File: config.mk
export PLATFORM = sky130hd
export DESIGN_NAME = scg_ram
export DESIGN_NICKNAME = d
export VERILOG_FILES = /design/src/hw/rtl/scg_ram.sv
export SDC_FILE = /design/constraint.sdc
export NUM_CORES = 1
export LEC_CHECK = 0
export BUFFER_PORTS_ARGS = -buffer_cell sky130_fd_sc_hd__buf_4
export CORE_UTILIZATION = 60
export CTS_BUF_LIST = sky130_fd_sc_hd__clkbuf_8
export DETAILED_ROUTE_END_ITERATION = 6
export GPL_ROUTABILITY_DRIVEN = 0
export PLACE_DENSITY = 0.85
export SYNTH_ARGS = -nofsm -noshare
export SYNTH_HDL_FRONTEND = slang
export SYNTH_SLANG_ARGS = --single-unit
File: constraint.sdc
create_clock -name i_clk -period 3 [get_ports i_clk]
set_input_delay 0.3 -clock i_clk [delete_from_list [all_inputs] [get_ports i_clk]]
set_output_delay 0.3 -clock i_clk [all_outputs]
set_load 0.1 [all_outputs]
File: src/hw/rtl/scg_ram.sv
// Generic simple dual-port RAM, one write and one registered read port.
// No dependencies.
module scg_ram #(
    parameter int WIDTH = 16,
    parameter int DEPTH = 64
) (
    input  logic                                 i_clk,
    input  logic                                 i_we,
    input  logic [(DEPTH > 1 ? $clog2(DEPTH) : 1)-1:0] i_waddr,
    input  logic [WIDTH-1:0]                     i_wdata,
    input  logic [(DEPTH > 1 ? $clog2(DEPTH) : 1)-1:0] i_raddr,
    output logic [WIDTH-1:0]                     o_rdata
);
    logic [WIDTH-1:0] r_mem [DEPTH];
    logic [WIDTH-1:0] r_rdata;

    always_ff @(posedge i_clk) begin
        if (i_we) begin
            r_mem[i_waddr] <= i_wdata;
        end
        r_rdata <= r_mem[i_raddr];
    end

    assign o_rdata = r_rdata;
endmodule

Word-level counts from Yosys, hierarchy flattened
Memory sizes are Yosys's and may differ from the RTL's. A register that Yosys moved wholly into a read port is not among the register bits.
Index checks and enable logic that the tools add are counted.
{"block": "classes", "addsub": 0, "mul": 0, "div_mod_pow": 0, "n_lt_le_gt_ge": 0, "n_eq_ne": 0, "shifts": 0, "n_mux": 2, "bitwise": 0, "reduce_logical": 0}
{"op": "$mux 1", "n": 2}
{"block": "word_totals", "reg_bits": 0, "latch_bits": 0, "ram_bits": 1024, "romBits": 0, "output_inout_bits": 16, "elab_cells": 3, "memories": 1}
{"memory": "r_mem", "words": 64, "word_bits": 16, "read_ports": 1, "rd_clocked_by_memory_dff": 1, "wr": 1, "line_no": "14", "source": "logic [WIDTH-1:0] r_mem [DEPTH];"}

Longest topological paths before layout
{"block": "logic_depth", "depth_word": 2, "ltp_mapped": 10, "depth_no_buf": 5}

Worst setup path before layout
OpenSTA, ideal clock, no wires.
{"block": "synth_timing", "path_kind": "in2reg", "startpoint": "input port i_waddr[3] (netlist name)", "endpoint": "memory r_mem[48][0], enable pin", "setup_ns": 0.409, "arrival_time_ns": 1.926, "required_ns": 2.591, "setup_slack_ns": 0.665, "cell_stages": 4, "n_path_buf": 1, "path_cell_list": "clkbuf_1 > nor2b_1 > nand4b_1 > nor3_1"}
{"element": "from (decl)", "line_no": "9", "source": "input logic [(DEPTH > 1 ? $clog2(DEPTH) : 1)-1:0] i_waddr,"}
{"element": "to (decl)", "line_no": "14"}
No word-level cell before the write port.

==> impl_metrics.csv <==
group,metric,value,unit
floorplanning,fp-row-count,94,
synth,syn_nets,1859,
sta,slew_headroom,22.8,%
placed_design,place_hpwl,56100,microns
grt,grt_pass1_vias,20792,
power_and_ir_drop,ir_drop,0.461,mV
synth,synth-main-ff-cell,"edfxtp_1",
clock_network,clock_path_buffers,3,
placed_design,portBuffers,45,
sta,fin_skew,0.0463,ns
setup_path,cp.required,3.70,ns
floorplanning,start_util,60.8,%
sta,rsz0062_at_grt,"no",
setup_path,cpMaxStageDelayCell,"a31oi_1",
synth,postSynthCellCount,1829,
synth,ys_seq_area_share,77.6,%
floorplanning,die_h,260,microns
outcome,status,"complete, no violations",
synth,async_flop_share,0,%
grt,grt_max_degree,65,
synth,ys_types,43,
setup_path,worstSetupPathType,"reg2reg",
setup_path,r2r_slack,0.84,ns
clock_network,h-tree-depth,4,
setup_path,cp_cell_sequence,"mux4_2, mux2i_1, a22oi_1, a31oi_1, a311oi_1",
grt,antenna_found_initial,4,
sta,max_freq,0.463,GHz
final_layout,drive_above_1_share,28.6,%
clock_network,clock_latency,0.84,ns
clock_network,ctsHoldBuffers,0,
placed_design,dp.cells,2771,
sta,maxSlewViolCount,0,
hold_path,min_to,"r_mem[33][12]",
synth,yosysTopAreaCellShare,76.8,%
setup_path,cp_top_family,"compound AO/OA/AOI/OAI gates",
floorplanning,io_pins,46,
setup_path,worst_setup_path_end_kind,"register",
clock_network,clockRootBuffer,"clkbuf_8",
synth,netlist_area,40000,sq um
clock_network,cts_tree,"yes",
clock_network,cts.sink_count,1040,
routing,drc,0,
power_and_ir_drop,p_per_area,636,nW/um^2
job,cap_viol_max_count,0,
grt,track_usage,28.8,%
final_layout,area_growth,11.8,%
setup_path,crit_arrival,2.86,ns
grt,gr-total-overflow,0,
final_layout,nets,2096,
setup_path,slowest_delay,0.52,ns
setup_path,r2r-start,"r_mem[23][9]",
routing,drtPass1Iterations,5,
routing,vias,20423,
routing,routed_via_density,6.67,
hold_path,hold_depth,1,
sta,setup_viol,0,
floorplanning,die_x,260,microns
hold_path,hp-start,"i_wdata[12]",
setup_path,cp_num_buf_inv,0,
setup_path,crit_path_start_kind,"register",
routing,ant_nets,0,
setup_path,worst_r2r_endpoint,"o_rdata[9]",
grt,grt_pass1_wl,137000,microns
routing,drt_iter0_markers,3161,
power_and_ir_drop,p_leak,14.6,nW
synth,ys_seq_elements,1040,
sta,min_period_over_period,72.0,%
routing,wl,94600,microns
sta,layout_min_cycle_time,2.16,ns
routing,wl_per_cell,30.9,microns
synth,synth_warnings,0,
clock_network,cts_made_buffers,157,
setup_path,r2r_cells,5,
synth,synth_common_cells,"edfxtp_1, mux4_2, mux2i_1",
floorplanning,dieArea,67800,sq um
clock_network,postCtsResizedCells,0,
synth,synth_most_common_cell,"edfxtp_1",
sta,worst_pin_slew,1.15,ns
synth,synth_area_leaders,"edfxtp_1, mux4_2, mux2i_1, dfxtp_1, mux2_2",
synth,avgSynthCellArea,21.9,sq um
synth,yosysTopAreaCell,"edfxtp_1",
synth,synth-edff-count,1024,
hold_path,hp-class,"in2reg",
clock_network,post_cts_buffers,0,
final_layout,fin_cells,3060,
sta,hold_violations,0,
clock_network,cts.clk_slew.worst_paths,0.06,ns
floorplanning,core-area,65900,sq um
final_layout,n_fill_cell,3866,
setup_path,crit_fanout,1,
sta,setup-tns-final,0,ns
## worst max-delay path by stage
stage | startpoint | endpoint | slack [ns] | cells after the start
final | r_mem[23][9] | o_rdata[9] | 0.84 | 5
after global routing | r_mem[6][11] | o_rdata[11] | 0.88 | 5
after CTS | r_mem[23][9] | o_rdata[9] | 0.92 | 5
after detailed placement | i_raddr[0] | o_rdata[14] | 0.23 | 7
after global placement | i_raddr[0] | o_rdata[14] | 0.27 | 7
after floorplan | i_waddr[3] | r_mem[48][0] | 0.67 | 4
## registers in the layout (all words and copies together), names as in the netlist
register,cells
r_mem,1024
o_rdata,16
## cell families after synthesis
kind of cell | after synthesis | synth area share, %
flops | 1040 | 77.6
mux | 336 | 15.5
compound gates | 129 | 2.41
buf+inv | 104 | 1.83
simple gates | 220 | 2.65
## stage by stage
stage                     hold slack [ns]  area (sq um)  worst slack (ns)  util, %  total power, W
after floorplan                     0.399         40000             0.665        -          0.0175
after global placement              0.797         41900             0.269     63.7          0.0181
after detailed placement            0.798         41900             0.227     63.7          0.0182
after CTS                         0.00797         44800             0.917     68.0          0.0286
after global routing               0.0389         44800             0.877     68.0          0.0293
final                              0.0513         44800             0.839     68.0          0.0285
## routing by layer
metal	routed length [microns]	track usage, %
met5	7	0
met2	45700	45.4
met3	11700	7.12
met1	33100	38.4
met4	4140	13.7
## power by group
part	leakage [nW]	switching, W	internal [W]
logic	3.57	0.00117	0.000589
registers	9.35	0.0000599	0.0161
clock network	1.65	0.00541	0.00516
total	14.6	0.00664	0.0218
## final cells by class
type | count | area, sq um | area share, %
Sequential cell | 1040 | 31100 | 69.4
Multi-Input combinational cell | 685 | 8250 | 18.4
Clock buffer | 162 | 2230 | 4.98
Timing Repair Buffer | 182 | 1530 | 3.43
Tap cell | 864 | 1080 | 2.41
Clock inverter | 125 | 614 | 1.37
Antenna cell | 2 | 5.00 | 0.0112
## cell usage in the layout, fill, tap and decap left out, drive strengths merged, types with 17 or more instances in the layout
cell type,Yosys,routed
buf,77,181
mux4,224,224
nor2,74,74
clkbuf,27,163
nand3,24,24
a21oi,17,17
a22oi,39,39
inv,0,66
edfxtp,1024,1024
clkinv,0,55
mux2i,85,85
nor2b,30,30
mux2,27,27
nand2,60,60
Note: power is estimated with default switching activity, not from simulation.
