===== src/hw/rtl/scg_pkg.sv =====
// Shared types and constants of the strided convolution / GELU core.
// No dependencies; scg_if, scg_erf_rom, scg_mac and the top level use it.
package scg_pkg;

    typedef enum logic [1:0] {
        KIND_LOAD_W  = 2'd0,
        KIND_LOAD_B  = 2'd1,
        KIND_LOAD_P  = 2'd2,
        KIND_COMPUTE = 2'd3
    } t_kind;

    typedef enum logic [1:0] {
        ERR_OK    = 2'd0,
        ERR_RANGE = 2'd1,
        ERR_GEOM  = 2'd2
    } t_err;

    localparam int CFG_IW = 3;
    localparam int CFG_DW = 7;

    typedef enum logic [CFG_IW-1:0] {
        CFG_IN_CH  = 3'd0,
        CFG_HEIGHT = 3'd1,
        CFG_WIDTH  = 3'd2,
        CFG_OUT_CH = 3'd3,
        CFG_KERNEL = 3'd4,
        CFG_PAD    = 3'd5
    } t_cfg_idx;

    localparam logic [5:0] RST_IN_CH  = 6'd3;
    localparam logic [6:0] RST_HEIGHT = 7'd64;
    localparam logic [6:0] RST_WIDTH  = 7'd64;
    localparam logic [6:0] RST_OUT_CH = 7'd32;
    localparam logic [2:0] RST_KERNEL = 3'd5;
    localparam logic [1:0] RST_PAD    = 2'd2;

    // erf table generation
    localparam logic [63:0] FINE_STEPS  = 64'd2048;
    localparam logic [63:0] GAUSS_Q     = 64'd4294934528;
    localparam logic [63:0] SQRT2_PI_Q31 = 64'd1713444047;
    localparam logic [16:0] ERF_ONE     = 17'd65536;

    localparam int ACC_W = 40;
    localparam int MUL_W = 19;
    localparam int PRD_W = 2 * MUL_W;

    typedef struct packed {
        logic acc_init;
        logic acc_add;
    } t_mac_ctl;

endpackage


===== src/hw/rtl/scg_mac.sv =====
// Shared signed multiplier with a saturating 40-bit accumulator.
// Depends on scg_pkg for widths and the control struct.
module scg_mac (
    input  logic                          i_clk,
    input  scg_pkg::t_mac_ctl             i_ctl,
    input  logic signed [scg_pkg::MUL_W-1:0] i_a,
    input  logic signed [scg_pkg::MUL_W-1:0] i_b,
    input  logic signed [15:0]            i_bias,
    output logic signed [scg_pkg::PRD_W-1:0] o_prod,
    output logic signed [scg_pkg::ACC_W-1:0] o_acc
);
    import scg_pkg::*;

    logic signed [PRD_W-1:0] r_prod;
    logic signed [ACC_W-1:0] r_acc, n_acc;
    logic signed [ACC_W:0]   sum;

    assign sum = {r_acc[ACC_W-1], r_acc} + (ACC_W+1)'(r_prod);

    always_comb begin
        n_acc = r_acc;
        if (i_ctl.acc_init) begin
            n_acc = {{(ACC_W-28){i_bias[15]}}, i_bias, 12'd0};
        end else if (i_ctl.acc_add) begin
            if (sum[ACC_W] != sum[ACC_W-1]) begin
                // clamp on overflow
                n_acc = sum[ACC_W] ? {1'b1, {(ACC_W-1){1'b0}}} : {1'b0, {(ACC_W-1){1'b1}}};
            end else begin
                n_acc = sum[ACC_W-1:0];
            end
        end
    end

    always_ff @(posedge i_clk) begin
        r_prod <= i_a * i_b;
        r_acc  <= n_acc;
    end

    assign o_prod = r_prod;
    assign o_acc  = r_acc;
endmodule


===== config.mk =====
export PLATFORM = sky130hd
export DESIGN_NAME = scg_mac
export DESIGN_NICKNAME = d
export VERILOG_FILES = /design/src/hw/rtl/scg_pkg.sv /design/src/hw/rtl/scg_mac.sv
export SDC_FILE = /design/constraint.sdc
export NUM_CORES = 1
export LEC_CHECK = 0
export ABC_AREA = 0
export BUFFER_PORTS_ARGS = -buffer_cell sky130_fd_sc_hd__buf_4
export CELL_PAD_IN_SITES_DETAIL_PLACEMENT = 0
export CELL_PAD_IN_SITES_GLOBAL_PLACEMENT = 1
export CORE_MARGIN = 5
export CORE_UTILIZATION = 33
export CTS_BUF_LIST = sky130_fd_sc_hd__clkbuf_4 sky130_fd_sc_hd__clkbuf_8
export DETAILED_ROUTE_END_ITERATION = 10
export PLACE_DENSITY_LB_ADDON = 0.1
export REMOVE_ABC_BUFFERS = 1
export SLEW_MARGIN = 25
export SYNTH_ARGS = -nofsm -noshare
export SYNTH_HDL_FRONTEND = slang
export SYNTH_SLANG_ARGS = --single-unit

===== constraint.sdc =====
create_clock -name i_clk -period 15.4 [get_ports i_clk]
set_input_delay 0.77 -clock i_clk [delete_from_list [all_inputs] [get_ports i_clk]]
set_output_delay 0.77 -clock i_clk [all_outputs]
set_load 0.02 [all_outputs]

# ---- Yosys cells after proc, flatten, opt, wreduce, memory -nomap -nowiden
# Index checks and enable logic that the tools add are counted.
# Widths: inputs -> output; s select.
dict set report totals {
  ff_bits 78
  input_bits 57
  out_inout_bits 78
  word_cells 11
}
dict set report op_classes {
  addsub 1
  multipliers 1
  eq_ne 1
  muxes 4
  reduce_logical 1
}
# operator count
set op_table {}
lappend op_table {{$mux 40} 4}
lappend op_table {{$add 40x38->41} 1}
lappend op_table {{$mul 19x19->38} 1}
lappend op_table {{$reduce_bool 2->1} 1}
lappend op_table {{$ne 1x1->1} 1}

# ---- Depth between registers and ports, before layout
# Gate-level depths: netlist of the first run.
dict set report logic_depth {
  depth_word 5
  depth_mapped 27
  ltp_nobuf 26
}

# ---- Worst setup path before layout of the first run
# OpenSTA, ideal clock, no wires.
dict set report synth_timing {
  kind {input -> register}
  from {input port i_b[10] (netlist name)}
  to {register r_prod[34] (netlist: o_prod[34])}
  setup_time_ns 0.122
  arrival_ns 6.703
  required_ns 15.278
  setup_slack_ns 8.576
  stages 21
  path_buffers 2
  path_cell_list {clkbuf_1 > clkbuf_1 > nand2_1 > fa_1 > inv_1 > fa_1 > inv_1 > fa_1 > inv_1 > fa_1 > fa_1 > fa_1 > fa_1 > ha_1 > and3_1 > and3_1 > a41o_1 > a21oi_1 > o311ai_0 > a31oi_1 > o311a_1}
}
dict set report synth_via {
  elab_chain_cells 1
}
# item line
set synth_lines {}
lappend synth_lines {{start, declared} scg_mac.sv:7} ;# input logic signed [scg_pkg::MUL_W-1:0] i_b,
lappend synth_lines {{$mul 19x19->38} scg_mac.sv:35} ;# r_prod <= i_a * i_b;
lappend synth_lines {{end signal, assigned} scg_mac.sv:35}
lappend synth_lines {{end, declared} scg_mac.sv:14} ;# logic signed [PRD_W-1:0] r_prod;
# Every way passes these cells.
# A chain may end at the register's enable or synchronous reset.

# ---- Worst setup path in the final report of the first run
dict set report layout_timing {
  from {input port i_a[17] (netlist name)}
  to {register r_prod[34] (netlist: o_prod[34])}
}
dict set report layout_via {
  elab_chain_cells 1
}
# item line
set layout_lines {}
lappend layout_lines {{start, declared} scg_mac.sv:6} ;# input logic signed [scg_pkg::MUL_W-1:0] i_a,
lappend layout_lines {{$mul 19x19->38} scg_mac.sv:35}
# Every way passes these cells.

==> results.txt, run 1 <==
----------------------------------------------------
[Run status]
  Result of the run ... complete, no violations

[GRT]
  Pin count of the biggest net entering global routing ... 36
  Overall fraction of global-route tracks in use ... 17.2%
  Most crowded layer after global routing ... met1
  Total congestion overflow ... 0
  Number of antenna violations at the first check in global routing ... 0
  Met1 usage in global routing ... 27.0%
  Met2 Usage GRT ... 26.1%
  Number of global-route vias before repair ... 14,100
  Wire length of the first global-routing pass ... 81.4 mm
  Met3 capacity usage during global routing ... 2.02%

[Yosys]
  Most common cell in the synthesized netlist ... sky130_fd_sc_hd__inv_1
  Number of register bits inferred by synthesis ... 78
  Synth area leaders ... sky130_fd_sc_hd__fa_1 41%, sky130_fd_sc_hd__ha_1 11%, sky130_fd_sc_hd__inv_1 8.2%
  Warning count from the yosys run ... 0
  Xor/xnor share of the synthesized area ... 3.31%
  Share of synthesized area spent on multiplexers ... 0.0556%
  Compound-gate portion of the synthesized area ... 8.89%
  Cell count after synthesis ... 1,948
  Arithmetic-cell share of the synthesized area counting full adders, half adders and majority gates ... 51.8%
  Post-Syn Area per Cell ... 9.25 µm²
  Sequential fraction of the synthesis area ... 10.2%
  Post-synthesis cell type with the largest combined area ... sky130_fd_sc_hd__fa_1
  Area share of the largest cell type after synthesis ... 41.1%
  Main combinational cell family by area after synthesis ... adder cells
  Synth Area in Simple Gates ... 16.1%
  Fraction of registers with async set/reset ... 0%
  Netlist cell types ... 60
  Synth Flop Type ... sky130_fd_sc_hd__dfxtp_1
  Number of enable flip-flop cells after synthesis ... 28
  Area of the mapped netlist ... 18,000 µm²
  Most common library cells after synthesis ... 394 x sky130_fd_sc_hd__inv_1, 370 x sky130_fd_sc_hd__fa_1, 208 x sky130_fd_sc_hd__and2_1

[Die]
  Horiz. Die Dim ... 244 µm
  Site Rows ... 85
  Die area ... 59,400 µm²
  Area of the core region ... 53,900 µm²
  Initial Util ... 33.4%
  Die extent in y ... 244 µm
  I/O pin count ... 135

[Routing]
  Vias per cell ... 4.70
  Post-DRT Antenna Nets ... 0
  WL final ... 50.1 mm
  Count of unresolved DRC violations after routing ... 0
  Count of routing violations after the opening detailed-route iteration ... 571
  Vias ... 12,800
  DRT Pass-1 Iters ... 5
  Average wire per cell in the routed design ... 18.4 µm

[Worst setup path]
  Arr. time, crit path ... 7200 ps
  Cell-by-cell trace of the critical path ... buf_4, and2_1, fa_1, fa_1, inv_1, fa_1, inv_1, fa_1, fa_1, fa_1, fa_1, ha_1, and3_1, and3_1, a41o_1, a21oi_1, o311ai_0, a31oi_1, o311a_1
  Critical path buffers and inverters ... 3
  Critical Path Start Type ... input port
  Peak per-stage delay on the critical path ... 660 ps
  Setup slack of the worst register-to-register path ... 10,280 ps
  Critical Path Start ... i_a[17]
  Worst flop-to-flop path endpoint ... o_acc[29]
  Crit Path Category ... in2reg
  Crit-path most repeated cell ... sky130_fd_sc_hd__fa_1
  Cell with the largest stage delay on the worst path ... sky130_fd_sc_hd__o311ai_0
  Worst Path Max Fanout ... 19
  Largest delay share family, worst path ... adder cells
  Critical Path Sink Type ... register
  Reg-to-reg startpoint ... o_prod[1]
  Worst Reg-to-Reg Cells ... 15
  Crit path required time ... 15,680 ps

[Timing]
  Final critical-path share of the clock period ... 44.9%
  Fin. Hold Viols ... 0
  Tightest Pin Transition ... 814 ps
  Max-slew violation count ... 0
  Slew headroom ... 45.4%
  Setup repair after global routing missed its margin ... no
  Total setup violations reported at the end of the flow ... 0
  Top achievable clock speed ... 0.144 GHz
  Shortest clock period the worst path allows after layout ... 6920 ps
  Maximum clock skew at final layout ... 13.7 ps
  Setup total negative slack ... 0 ps
  Fin worst setup slack ... 8480 ps

[Clock tree]
  Worst-Skew Late Latency ... 390 ps
  Register clock-pin slew on the reported worst setup and hold paths ... 90 ps
  Number of buffers on the longest clock path ... 2
  TritonCTS clock tree ... done
  Deepest level of the CTS H-tree ... 3
  Clock tree root driver cell ... sky130_fd_sc_hd__clkbuf_8
  TritonCTS buffer count ... 9
  Number of sinks driven by the clock tree ... 78
  Post-cts hold buffer count ... 0
  Total setup buffers inserted after CTS ... 0
  Number of gates resized after CTS ... 0

[Hold path]
  Hold path startpoint ... o_acc[7]
  Min-Delay Path Depth ... 2
  Class of the tightest hold or removal check ... reg2reg
  Hold Path End ... o_acc[7]

[Layout]
  Sequential standard cell area ... 1840 µm²
  Layout cells sized above 1 ... 8.57%
  Layout net count ... 2,607
  Finished Cell Area ... 19,900 µm²
  Area used by multi-input combinational logic ... 14,400 µm²
  Area growth from synthesis to layout ... 10.2%
  Antenna cell count ... 0
  FILL cells ... 5,499

[Place]
  Number of port buffers ... 134
  Half-perimeter wire length after detailed placement ... 42.6 mm
  RD Place Congestion ... 0.829
  Setup slack after placement ... 8030 ps
  Placed cell areas ... 19,600 µm²

[Run]
  Max-cap violations ... 0

----------------------------------------------------
## worst min-delay path, delay by kind of cell, from the launching register on
kind          cells  cell delay (ps)
simple gates      2              130
flops             1              340
## stage by stage
step           utilization, %  std cells  hold slack [ps]
6_report                 36.8       2727              504
3_3_place_gp             36.4       2711              494
5_1_grt                  36.8       2727              518
2_1_floorplan               -       1880              561
3_5_place_dp             36.4       2711              493
4_1_cts                  36.8       2727              506
## metal layers
| metal | vias to the layer above | wire length (µm) |
|---|---|---|
| met4 | 0 | 330 |
| met1 | 6411 | 26800 |
| li1 | 6153 | - |
| met3 | 22 | 1990 |
| met5 | - | 0 |
| met2 | 221 | 20900 |
## state kept, by name, summed over array words and instances, names as in the netlist
signal / cells
o_acc: 40
o_prod: 38
## layout make-up
type	instances	share of cell area [%]
Timing Repair Buffer	135	5.11
Sequential cell	78	9.28
Clock inverter	7	0.397
Multi-Input combinational cell	1408	72.8
Clock buffer	9	0.624
Inverter	394	7.45
Tap cell	696	4.39
## logic make-up after synthesis
| family | count (synthesis) |
|---|---|
| multiplexers | 1 |
| XOR/XNOR | 68 |
| adder cells (fa/ha/maj) | 524 |
| AND/OR/NAND/NOR | 576 |
| buffers and inverters | 462 |
| AO/OA/AOI/OAI | 239 |
| flip-flops | 78 |
## worst max path at each step
stage,cells after the start,to,slack [ps]
finish,19,o_prod[34],8480
global route,20,o_prod[34],8180
CTS,19,o_prod[34],8460
detailed placement,19,o_prod[34],8030
global placement,19,o_prod[34],8120
floorplan,22,o_prod[28],8970
## cell usage in the layout, fill, tap and decap left out, types with 6 or more instances in the layout
master,netlist,layout
sky130_fd_sc_hd__or2_2,7,7
sky130_fd_sc_hd__nor3_1,19,19
sky130_fd_sc_hd__nand4_1,7,7
sky130_fd_sc_hd__edfxtp_1,28,28
sky130_fd_sc_hd__a22oi_1,8,8
sky130_fd_sc_hd__and2_1,208,208
sky130_fd_sc_hd__o31ai_1,6,6
sky130_fd_sc_hd__xor2_1,19,19
sky130_fd_sc_hd__and3_1,10,10
sky130_fd_sc_hd__clkbuf_8,0,9
sky130_fd_sc_hd__nor2b_1,14,14
sky130_fd_sc_hd__o21a_1,13,13
sky130_fd_sc_hd__nand3_1,14,14
sky130_fd_sc_hd__o21ai_0,49,49
sky130_fd_sc_hd__o21bai_1,8,8
sky130_fd_sc_hd__nand2b_1,19,19
sky130_fd_sc_hd__nand2_1,204,204
sky130_fd_sc_hd__buf_4,0,135
sky130_fd_sc_hd__ha_1,154,153
sky130_fd_sc_hd__nor2_1,64,64
sky130_fd_sc_hd__a21o_1,29,29
sky130_fd_sc_hd__xnor2_1,49,49
sky130_fd_sc_hd__a31oi_1,9,9
sky130_fd_sc_hd__a21oi_1,66,66
sky130_fd_sc_hd__dfxtp_1,50,50
sky130_fd_sc_hd__fa_1,370,370
sky130_fd_sc_hd__inv_1,394,394
sky130_fd_sc_hd__a211oi_1,7,7
Power of run 1 is not shown: default switching activity piles up to over one toggle a cycle in this logic, so the estimate is an artifact.
==> run 2: changes to the inputs <==
==> constraint.sdc (replaced) <==
create_clock -name i_clk -period 6.74 [get_ports i_clk]
set_input_delay 0.337 -clock i_clk [delete_from_list [all_inputs] [get_ports i_clk]]
set_output_delay 0.337 -clock i_clk [all_outputs]
set_load 0.02 [all_outputs]
==> results.txt, run 2 (synthesis gave the netlist of run 1 again) <==
----------------------------------------------------
[Run status]
  Result of the run ... complete, no violations

[Place]
  Half-perimeter wire length after detailed placement ... 44.8 mm
  Setup slack after placement ... 77.6 ps
  Number of port buffers ... 134
  RD Place Congestion ... 0.821

[Clock tree]
  TritonCTS buffer count ... 9
  Number of buffers on the longest clock path ... 2
  Deepest level of the CTS H-tree ... 3
  Clock tree root driver cell ... sky130_fd_sc_hd__clkbuf_8
  Post-cts hold buffer count ... 0
  Worst-Skew Late Latency ... 400 ps
  Number of gates resized after CTS ... 0
  Total setup buffers inserted after CTS ... 0
  TritonCTS clock tree ... done
  Register clock-pin slew on the reported worst setup and hold paths ... 90 ps
  Number of sinks driven by the clock tree ... 78

[GRT]
  Wire length of the first global-routing pass ... 83.0 mm
  Total congestion overflow ... 0
  Overall fraction of global-route tracks in use ... 17.5%
  Pin count of the biggest net entering global routing ... 31
  Number of global-route vias before repair ... 14,400
  Number of antenna violations at the first check in global routing ... 0

[Timing]
  Fin worst setup slack ... 496 ps
  Setup total negative slack ... 0 ps
  Max-slew violation count ... 0
  Top achievable clock speed ... 0.160 GHz
  Shortest clock period the worst path allows after layout ... 6240 ps
  Setup repair after global routing missed its margin ... no
  Tightest Pin Transition ... 729 ps
  Final critical-path share of the clock period ... 92.6%
  Total setup violations reported at the end of the flow ... 0
  Slew headroom ... 51.4%
  Fin. Hold Viols ... 0
  Maximum clock skew at final layout ... 25.6 ps

[Die]
  Die area ... 59,400 µm²
  Die extent in y ... 244 µm
  I/O pin count ... 135
  Area of the core region ... 53,900 µm²
  Initial Util ... 33.4%
  Horiz. Die Dim ... 244 µm
  Site Rows ... 85

[Routing]
  Vias ... 13,000
  Vias per cell ... 4.68
  Average wire per cell in the routed design ... 18.4 µm
  DRT Pass-1 Iters ... 5
  Post-DRT Antenna Nets ... 0
  Count of unresolved DRC violations after routing ... 0
  WL final ... 50.9 mm
  Count of routing violations after the opening detailed-route iteration ... 814

[Worst setup path]
  Crit-path most repeated cell ... sky130_fd_sc_hd__fa_1
  Worst Path Max Fanout ... 11
  Worst Reg-to-Reg Cells ... 16
  Critical Path Sink Type ... register
  Cell with the largest stage delay on the worst path ... sky130_fd_sc_hd__fa_1
  Crit path required time ... 7000 ps
  Crit Path Category ... in2reg
  Arr. time, crit path ... 6500 ps
  Peak per-stage delay on the critical path ... 540 ps
  Cell-by-cell trace of the critical path ... buf_4, buf_4, and2_1, fa_1, inv_1, fa_1, fa_1, inv_1, fa_1, fa_1, fa_1, fa_1, ha_1, and3_1, and4_1, nand3b_1, a21o_1, a21oi_1, o31a_1, a21bo_2, nand2_1, a21oi_1, o211ai_1
  Critical Path Start Type ... input port

[Layout]
  Sequential standard cell area ... 1840 µm²
  Antenna cell count ... 0
  Layout net count ... 2,653
  Area used by multi-input combinational logic ... 14,400 µm²
  Post-Route Utilization ... 37.5%
  Most used cells in the layout excluding fill and tap cells ... 394 x sky130_fd_sc_hd__inv_1, 370 x sky130_fd_sc_hd__fa_1, 208 x sky130_fd_sc_hd__and2_1
  Area growth from synthesis to layout ... 12.1%
  FILL cells ... 5,568
  Layout cells sized above 1 ... 10.5%
  Most common cell after layout, fill and taps aside ... sky130_fd_sc_hd__inv_1
  Number of flip-flops in the largest register ... 40

[Hold path]
  Class of the tightest hold or removal check ... in2reg
  Min-Delay Path Depth ... 3

[Run]
  Max-cap violations ... 0

----------------------------------------------------
run 2: cell type report:
| cell class | instances | share of cell area, % |
|---|---|---|
| clock buffer | 12 | 0.787 |
| clock inverter | 4 | 0.266 |
| inverter | 394 | 7.32 |
| multi-input combinational | 1408 | 71.5 |
| sequential | 78 | 9.12 |
| tap | 696 | 4.31 |
| timing repair buffer | 181 | 6.73 |
run 2: worst paths after layout:
check	from	end	slack [ps]
max reg2reg	o_acc[1]	o_acc[29]	2030
min reg2reg	o_acc[3]	o_acc[3]	500
min	i_bias[10]	o_acc[22]	230
max	i_a[9]	o_prod[37]	500
run 2: worst max-delay path, delay by kind of cell:
| family | cells | cell delay [ps] |
|---|---|---|
| buffers and inverters | 4 | 420 |
| adders and majority gates | 8 | 3800 |
| and+or+nand+nor | 5 | 780 |
| AOI/OAI and AO/OA | 6 | 1120 |
run 2: per-layer routing:
metal / vias up / track usage (%) / share of wire [%]
met5: - / 0 / 0
met4: 0 / 2.61 / 1.2
met3: 29 / 2.01 / 2.9
met2: 183 / 27.5 / 44
met1: 6534 / 26.6 / 52
li1: 6242 / - / -
run 2: per-stage QoR:
stage	cell area [µm²]	hold WS [ps]	instances
after CTS	20200	201	2773
after floorplan	17800	409	1880
final	20200	232	2773
after global placement	20000	493	2757
after global routing	20200	231	2773
after detailed placement	20000	492	2757
Power of run 2 is left out for the same reason.
==> run 3: changes to the inputs <==
--- a/config.mk
+++ b/config.mk
@@ -13,6 +13,7 @@
 export CORE_UTILIZATION = 33
 export CTS_BUF_LIST = sky130_fd_sc_hd__clkbuf_4 sky130_fd_sc_hd__clkbuf_8
 export DETAILED_ROUTE_END_ITERATION = 10
+export GPL_TIMING_DRIVEN = 0
 export PLACE_DENSITY_LB_ADDON = 0.1
 export REMOVE_ABC_BUFFERS = 1
 export SLEW_MARGIN = 25
==> results.txt, run 3 (synthesis gave the netlist of run 1 again) <==
----------------------------------------------------
[Routing]
  Vias per cell ... 4.76
  DRT Pass-1 Iters ... 5
  Count of routing violations after the opening detailed-route iteration ... 603
  Vias ... 13,000
  Average wire per cell in the routed design ... 18.2 µm
  WL final ... 49.5 mm
  Count of unresolved DRC violations after routing ... 0
  Post-DRT Antenna Nets ... 0

[Timing]
  Tightest Pin Transition ... 747 ps
  Top achievable clock speed ... 0.157 GHz
  Shortest clock period the worst path allows after layout ... 6350 ps
  Setup repair after global routing missed its margin ... no
  Slew headroom ... 50.2%
  Setup total negative slack ... 0 ps
  Fin. Hold Viols ... 0
  Final critical-path share of the clock period ... 94.2%
  Max-slew violation count ... 0
  Maximum clock skew at final layout ... 17.7 ps
  Total setup violations reported at the end of the flow ... 0

[Clock tree]
  Number of buffers on the longest clock path ... 2
  Deepest level of the CTS H-tree ... 3
  Post-cts hold buffer count ... 0
  Worst-Skew Late Latency ... 390 ps
  TritonCTS clock tree ... done
  TritonCTS buffer count ... 9
  Register clock-pin slew on the reported worst setup and hold paths ... 100 ps
  Number of sinks driven by the clock tree ... 78
  Clock tree root driver cell ... sky130_fd_sc_hd__clkbuf_8

[Die]
  Site Rows ... 85
  Die area ... 59,400 µm²
  Initial Util ... 33.4%
  Area of the core region ... 53,900 µm²
  Horiz. Die Dim ... 244 µm
  I/O pin count ... 135
  Die extent in y ... 244 µm

[GRT]
  Number of global-route vias before repair ... 14,500
  Total congestion overflow ... 0
  Pin count of the biggest net entering global routing ... 36
  Wire length of the first global-routing pass ... 80.5 mm
  Overall fraction of global-route tracks in use ... 17.0%
  Number of antenna violations at the first check in global routing ... 0

[Worst setup path]
  Worst Path Max Fanout ... 19
  Crit path required time ... 7000 ps
  Crit Path Category ... in2reg
  Critical Path Start Type ... input port
  Critical Path Sink Type ... register
  Arr. time, crit path ... 6610 ps

[Place]
  RD Place Congestion ... 0.812
  Placed cell count ... 2,711
  Number of port buffers ... 134
  Half-perimeter wire length after detailed placement ... 40.5 mm

[Layout]
  Most used cells in the layout excluding fill and tap cells ... 394 x sky130_fd_sc_hd__inv_1, 370 x sky130_fd_sc_hd__fa_1, 208 x sky130_fd_sc_hd__and2_1
  Number of flip-flops in the largest register ... 40
  Area growth from synthesis to layout ... 10.3%
  Layout cells sized above 1 ... 8.62%
  Layout net count ... 2,607
  Most common cell after layout, fill and taps aside ... sky130_fd_sc_hd__inv_1
  Antenna cell count ... 0
  Final Non-Filler Cells ... 2,727

[Run]
  Max-cap violations ... 0

[Hold path]
  Class of the tightest hold or removal check ... in2reg

[Run status]
  Result of the run ... complete, no violations

----------------------------------------------------
## run 3: final timing paths
check        cells after the start  slack, ps          to  startpoint
min                              3        230   o_acc[23]  i_bias[11]
min reg2reg                      2        500    o_acc[3]    o_acc[3]
max                             22        390  o_prod[37]     i_a[16]
max reg2reg                     15       2040   o_acc[28]   o_prod[1]
## run 3: per-stage QoR
stage          utilization, %  hold WS [ps]  area (µm²)  worst slack, ps
2_1_floorplan               -           409       17800              743
3_3_place_gp             36.4           489       19600             -269
3_5_place_dp             36.5           491       19700             -281
4_1_cts                  36.9           191       19900              144
5_1_grt                  36.9           223       19900             46.0
6_report                 36.9           226       19900              391
## run 3: worst max-delay path, stage by stage
cell and delay (ps):
sky130_fd_sc_hd__buf_4 210, sky130_fd_sc_hd__and2_1 220, sky130_fd_sc_hd__fa_1 460, sky130_fd_sc_hd__fa_1 540, sky130_fd_sc_hd__inv_1 50, sky130_fd_sc_hd__fa_1 500, sky130_fd_sc_hd__inv_1 50, sky130_fd_sc_hd__fa_1 490
sky130_fd_sc_hd__fa_1 580, sky130_fd_sc_hd__fa_1 460, sky130_fd_sc_hd__fa_1 490, sky130_fd_sc_hd__ha_1 390, sky130_fd_sc_hd__and3_1 240, sky130_fd_sc_hd__and4_1 230, sky130_fd_sc_hd__nand3b_1 80, sky130_fd_sc_hd__a21o_1 180
sky130_fd_sc_hd__a21oi_1 220, sky130_fd_sc_hd__o31a_1 230, sky130_fd_sc_hd__a21bo_2 180, sky130_fd_sc_hd__nand2_1 70, sky130_fd_sc_hd__a21oi_1 220, sky130_fd_sc_hd__o211ai_1 150
## run 3: area by class of cell
type,instances,area (µm²)
fillers,5572,34000
multi-input cells,1408,14500
flip-flops and latches,78,1840
inverters,394,1480
repair buffers,135,1020
well taps,696,871
clock buffers,9,124
clock inverters,7,81.3
## run 3: metal layers
layer	GRT usage (%)	vias up	part of all wire, %
met5	0	-	0
li1	-	6153	-
met4	2.75	0	1.2
met2	28.7	208	47
met1	24.0	6571	48
met3	2.27	39	4.0
## run 3: repair_timing
| action | 4_1_cts | 5_1_grt |
|---|---|---|
| setup endpoints to repair | 0 | 2 |
| gates resized for setup | 0 | 1 |
| buffers inserted | 0 | 0 |
Power of run 3 is left out for the same reason.
